## config.mk

```make
export PLATFORM = sky130hd
export DESIGN_NAME = fbb_ctrl
export DESIGN_NICKNAME = d
export VERILOG_FILES = /design/src/rtl/fbb_pkg.sv /design/src/rtl/fbb_ctrl.sv
export SDC_FILE = /design/constraint.sdc
export NUM_CORES = 1
export LEC_CHECK = 0
export BUFFER_PORTS_ARGS = -buffer_cell sky130_fd_sc_hd__buf_2
export CELL_PAD_IN_SITES_DETAIL_PLACEMENT = 1
export CELL_PAD_IN_SITES_GLOBAL_PLACEMENT = 2
export CORE_AREA = 4 4 41 43
export DETAILED_ROUTE_END_ITERATION = 16
export DIE_AREA = 0 0 45 47
export GPL_TIMING_DRIVEN = 0
export PLACE_DENSITY_LB_ADDON = 0.25
export SLEW_MARGIN = 20
export SYNTH_ARGS = -nofsm -noshare
export SYNTH_HDL_FRONTEND = slang
export SYNTH_SLANG_ARGS = --single-unit
```

## constraint.sdc

```tcl
create_clock -name clk -period 3.4 [get_ports clk]
set_input_delay 0.51 -clock clk [delete_from_list [all_inputs] [get_ports clk]]
set_output_delay 0.51 -clock clk [all_outputs]
set_load 0.01 [all_outputs]
```

## src/rtl/fbb_pkg.sv

```systemverilog
// Shared constants and types for the framebuffer fill and sprite blitter.
`timescale 1ns / 1ps
package fbb_pkg;
	localparam int SCREEN_WIDTH  = 128;
	localparam int SCREEN_HEIGHT = 128;
	localparam int TEXEL_WORDS   = 4096;

	localparam int XW   = $clog2(SCREEN_WIDTH);
	localparam int YW   = $clog2(SCREEN_HEIGHT);
	localparam int FAW  = $clog2(SCREEN_WIDTH * SCREEN_HEIGHT);
	localparam int TW   = $clog2(TEXEL_WORDS);
	localparam int CW   = 15;
	localparam int PW   = 13;
	localparam int AW   = 5;

	localparam logic [2:0] FN_TEXEL = 3'd0;
	localparam logic [2:0] FN_CLEAR = 3'd1;
	localparam logic [2:0] FN_FILL  = 3'd2;
	localparam logic [2:0] FN_HLINE = 3'd3;
	localparam logic [2:0] FN_BLIT  = 3'd4;
	localparam logic [2:0] FN_READ  = 3'd5;

	localparam logic [2:0] REG_RED   = 3'd0;
	localparam logic [2:0] REG_GREEN = 3'd1;
	localparam logic [2:0] REG_BLUE  = 3'd2;
	localparam logic [2:0] REG_ALPHA = 3'd3;
	localparam logic [2:0] REG_PITCH = 3'd4;

	typedef struct packed {
		logic [7:0]    red;
		logic [7:0]    green;
		logic [7:0]    blue;
		logic [7:0]    alpha;
		logic [PW-1:0] pitch;
	} fbb_cfg_t;

	typedef struct packed {
		logic load;
		logic init;
		logic setup;
		logic issue;
	} fbb_cmd_t;

	typedef struct packed {
		logic empty;
		logic last;
	} fbb_sts_t;
endpackage

```

## src/rtl/fbb_ctrl.sv

```systemverilog
// Command sequencer for the blitter.
`timescale 1ns / 1ps
module fbb_ctrl (
	input  logic              clk,
	input  logic              arst_n,
	input  logic              start,
	input  fbb_pkg::fbb_sts_t sts,
	output fbb_pkg::fbb_cmd_t cmd,
	output logic              busy,
	output logic              done
);
	import fbb_pkg::*;

	typedef enum logic [2:0] {ST_INIT, ST_IDLE, ST_SETUP, ST_RUN, ST_WAIT1, ST_WAIT2} state_t;

	state_t state_q;
	logic   init_q;

	assign busy      = (state_q != ST_IDLE);
	assign cmd.load  = (state_q == ST_IDLE) && start;
	assign cmd.init  = (state_q == ST_INIT);
	assign cmd.setup = (state_q == ST_SETUP);
	assign cmd.issue = (state_q == ST_RUN);

	always_ff @(posedge clk or negedge arst_n) begin
		if (!arst_n) begin
			state_q <= ST_INIT;
			init_q  <= 1'b1;
			done    <= 1'b0;
		end else begin
			done <= 1'b0;
			unique case (state_q)
				ST_INIT: state_q <= ST_SETUP;
				ST_IDLE: if (start) state_q <= ST_SETUP;
				ST_SETUP: state_q <= sts.empty ? ST_WAIT1 : ST_RUN;
				ST_RUN: if (sts.last) state_q <= ST_WAIT1;
				ST_WAIT1: state_q <= ST_WAIT2;
				ST_WAIT2: begin
					state_q <= ST_IDLE;
					done    <= !init_q;
					init_q  <= 1'b0;
				end
				default: state_q <= ST_IDLE;
			endcase
		end
	end
endmodule

```

==> results.md <==
* Final hold vios at 0
* IO Pins at 11
* # rows at 13
* Drt first pass iters at 2
* Die Area at 0.00212 sq mm
* Worst reg2reg path endpoint: state_q[1]
* Clock Path Buffers at 2
* Crit-path cells: inv_2 > or3_1 > nor2_1 > buf_2
* Leakage at 0.187 nW
* Cts hold-fix bufs at 0
* Post-synthesis average cell area at 9.21 sq um
* Setup crit start kind: register
* Synthesis Warnings at 0
* Tcrit/Tclk final at 55.3%
* Setup-failing EPs final at 0
* Num CTS Buffers at 3
* Final Util at 27.1%
* R2R Path Start: state_q[1]
* Via Count at 255
* CP Max Fanout at 6
* Die extent in y at 47 um
* Net count after synthesis at 33
* Commonest cells after routing, fill and taps aside: buf_2 (11), nor2_1 (4), dfrtp_1 (4)
* Mapped Cells at 28
* Outcome: finished clean
* Diode count at 0
* Reg2Reg Depth at 3
* Vias in the first global route at 274
* Die Width at 45 um
* Commonest non-fill, non-tap cell in the layout: buf_2
* Design Power at 0.000311 W
* RSZ-0062 raised after global routing: no
* Pwr Density at 883 mW/mm^2
* Worst Path Required at 2.89 ns
* Root buffer cell: clkbuf_4
* I/O Buffers at 10
* Crit path time final at 1.88 ns
* Post_cts resized at 0
* Slew HR at 80.7%
* Via/cell ratio at 4.47
* DRC Markers at 0
* Placeable Area at 0.00130 sq mm
* Post-CTS Setup Inserts at 0
* Crit Path Category: reg -> out
* Measured slew at the worst slew-check pin at 0.290 ns
* Nature of the critical path endpoint: output pin
* Layout cells sized above 1 at 38.1%
* Initial antenna violation count at 0
* DR WL/cell at 11.1 um
* Detailed Place HPWL at 535 um
* Mapped Area at 258 sq um
* Global-route wire length before repair at 1.06 mm
* Setup TNS at 0 ns
* Hold_ws at 0.0737 ns
* Buf+Inv Stages, Crit Path at 2
* Initial drt markers at 1
* Area Growth Syn to Fin at 36.9%
* Min-Delay Path Class: in -> async
* Total GRT Usage at 7.32%
* Reg clk slew, reported paths at 0.04 ns
* Critical Path AT at 1.37 ns
* H-tree depth at 1
* # fillers at 166
* Crit path largest cell delay at 0.44 ns
* Number of distinct library cells after synthesis at 18
* DRT Wirelength at 632 um
* Final slew viol count at 0
* Worst-skew pair later-pin latency at 0.24 ns
* CP max stage cell: dfrtp_1
* Final nets at 48
* Pin count of the biggest net entering global routing at 11
* Skew final at 0.00256 ns
* GPL Wtd Cong at 0.694
* R2R Setup Slk at 2.24 ns
* Max cap viols at 0
* Register area share after synthesis at 49.0%
* Max Fclk at 532 MHz
* Max IR drop VDD at 0.210 mV
* Top Family by Delay on Critical Path: simple AND/OR/NAND/NOR gates
* Final ANT Viol Nets at 0
* Number of synthesized register bits at 5
* Clock Sink Count at 5
* Initial core utilization at 19.8%
* CTS tree: yes
* Grt ovf at 0
==> state kept, by name, indices dropped and copies added (netlist names) <==
register	count
state_q	3
init_q	1
done	1
==> synthesized netlist by cell type <==
library cell | n | share of area, %
nand2_1 | 1 | 1.5
nor3_1 | 1 | 1.9
buf_2 | 1 | 1.9
and2b_1 | 1 | 2.9
nand3b_1 | 1 | 2.9
inv_1 | 3 | 4.4
o21ai_0 | 2 | 3.9
or3_1 | 2 | 4.9
dfstp_2 | 1 | 10
mux2i_1 | 1 | 3.9
and2_1 | 1 | 2.4
nor2_1 | 4 | 5.8
dfrtp_1 | 4 | 39
a221oi_1 | 1 | 3.4
a22o_1 | 1 | 3.4
nand2b_1 | 1 | 2.4
a221o_1 | 1 | 3.9
inv_2 | 1 | 1.5
==> kinds of logic after synthesis <==
family          count (synthesis)  synth area share (%)
compound gates                  5                  14.6
buf+inv                         5                  7.76
flops                           5                  49.0
mux                             1                  3.88
simple gates                   12                  24.8
==> worst register-to-register path: cells and delay by family (launching register included) <==
kind / cells / cell delay, ns
buffers and inverters: 1 / 0.17
AOI/OAI and AO/OA: 1 / 0.33
and+or+nand+nor: 1 / 0.19
DFF: 1 / 0.35
==> metal layers <==
layer / vias to the layer above / GRT usage [%] / share of wire, %
met5: - / 0 / 0
met4: 0 / 10.5 / 3.0
met3: 2 / 0.383 / 5.5
met2: 11 / 11.9 / 49
met1: 120 / 7.19 / 42
li1: 122 / - / -
==> per-stage QoR <==
step / cells / cell area (sq um) / setup slack [ns]
6_report: 57 / 353 / 1.52
5_1_grt: 57 / 353 / 1.41
4_1_cts: 57 / 353 / 1.49
3_5_place_dp: 53 / 327 / 1.77
3_3_place_gp: 53 / 327 / 1.78
2_1_floorplan: 28 / 258 / 1.80
==> power breakdown <==
group          switching, W  internal (W)
registers         0.0000205     0.0000793
clock network     0.0000232     0.0000443
logic             0.0000780     0.0000662
==> final cells by class <==
type                    count  area (sq um)  area share, %
repair buffers             10          50.0           14.2
inverters                   4          15.0           4.26
clock buffers               4          26.3           7.45
plain buffers               1          5.00           1.42
well taps                  15          18.8           5.32
multi-input cells          18           111           31.6
flip-flops and latches      5           126           35.8
==> how the worst max path moves through the flow <==
stage	cells past startpoint	startpoint	endpoint
2_1_floorplan	3	state_q[1]	cmd[3]
3_3_place_gp	4	state_q[0]	cmd[3]
3_5_place_dp	4	state_q[0]	cmd[3]
4_1_cts	4	state_q[0]	cmd[3]
5_1_grt	4	state_q[0]	cmd[3]
6_report	4	state_q[0]	cmd[3]
Power figures use the tool's default switching activity.
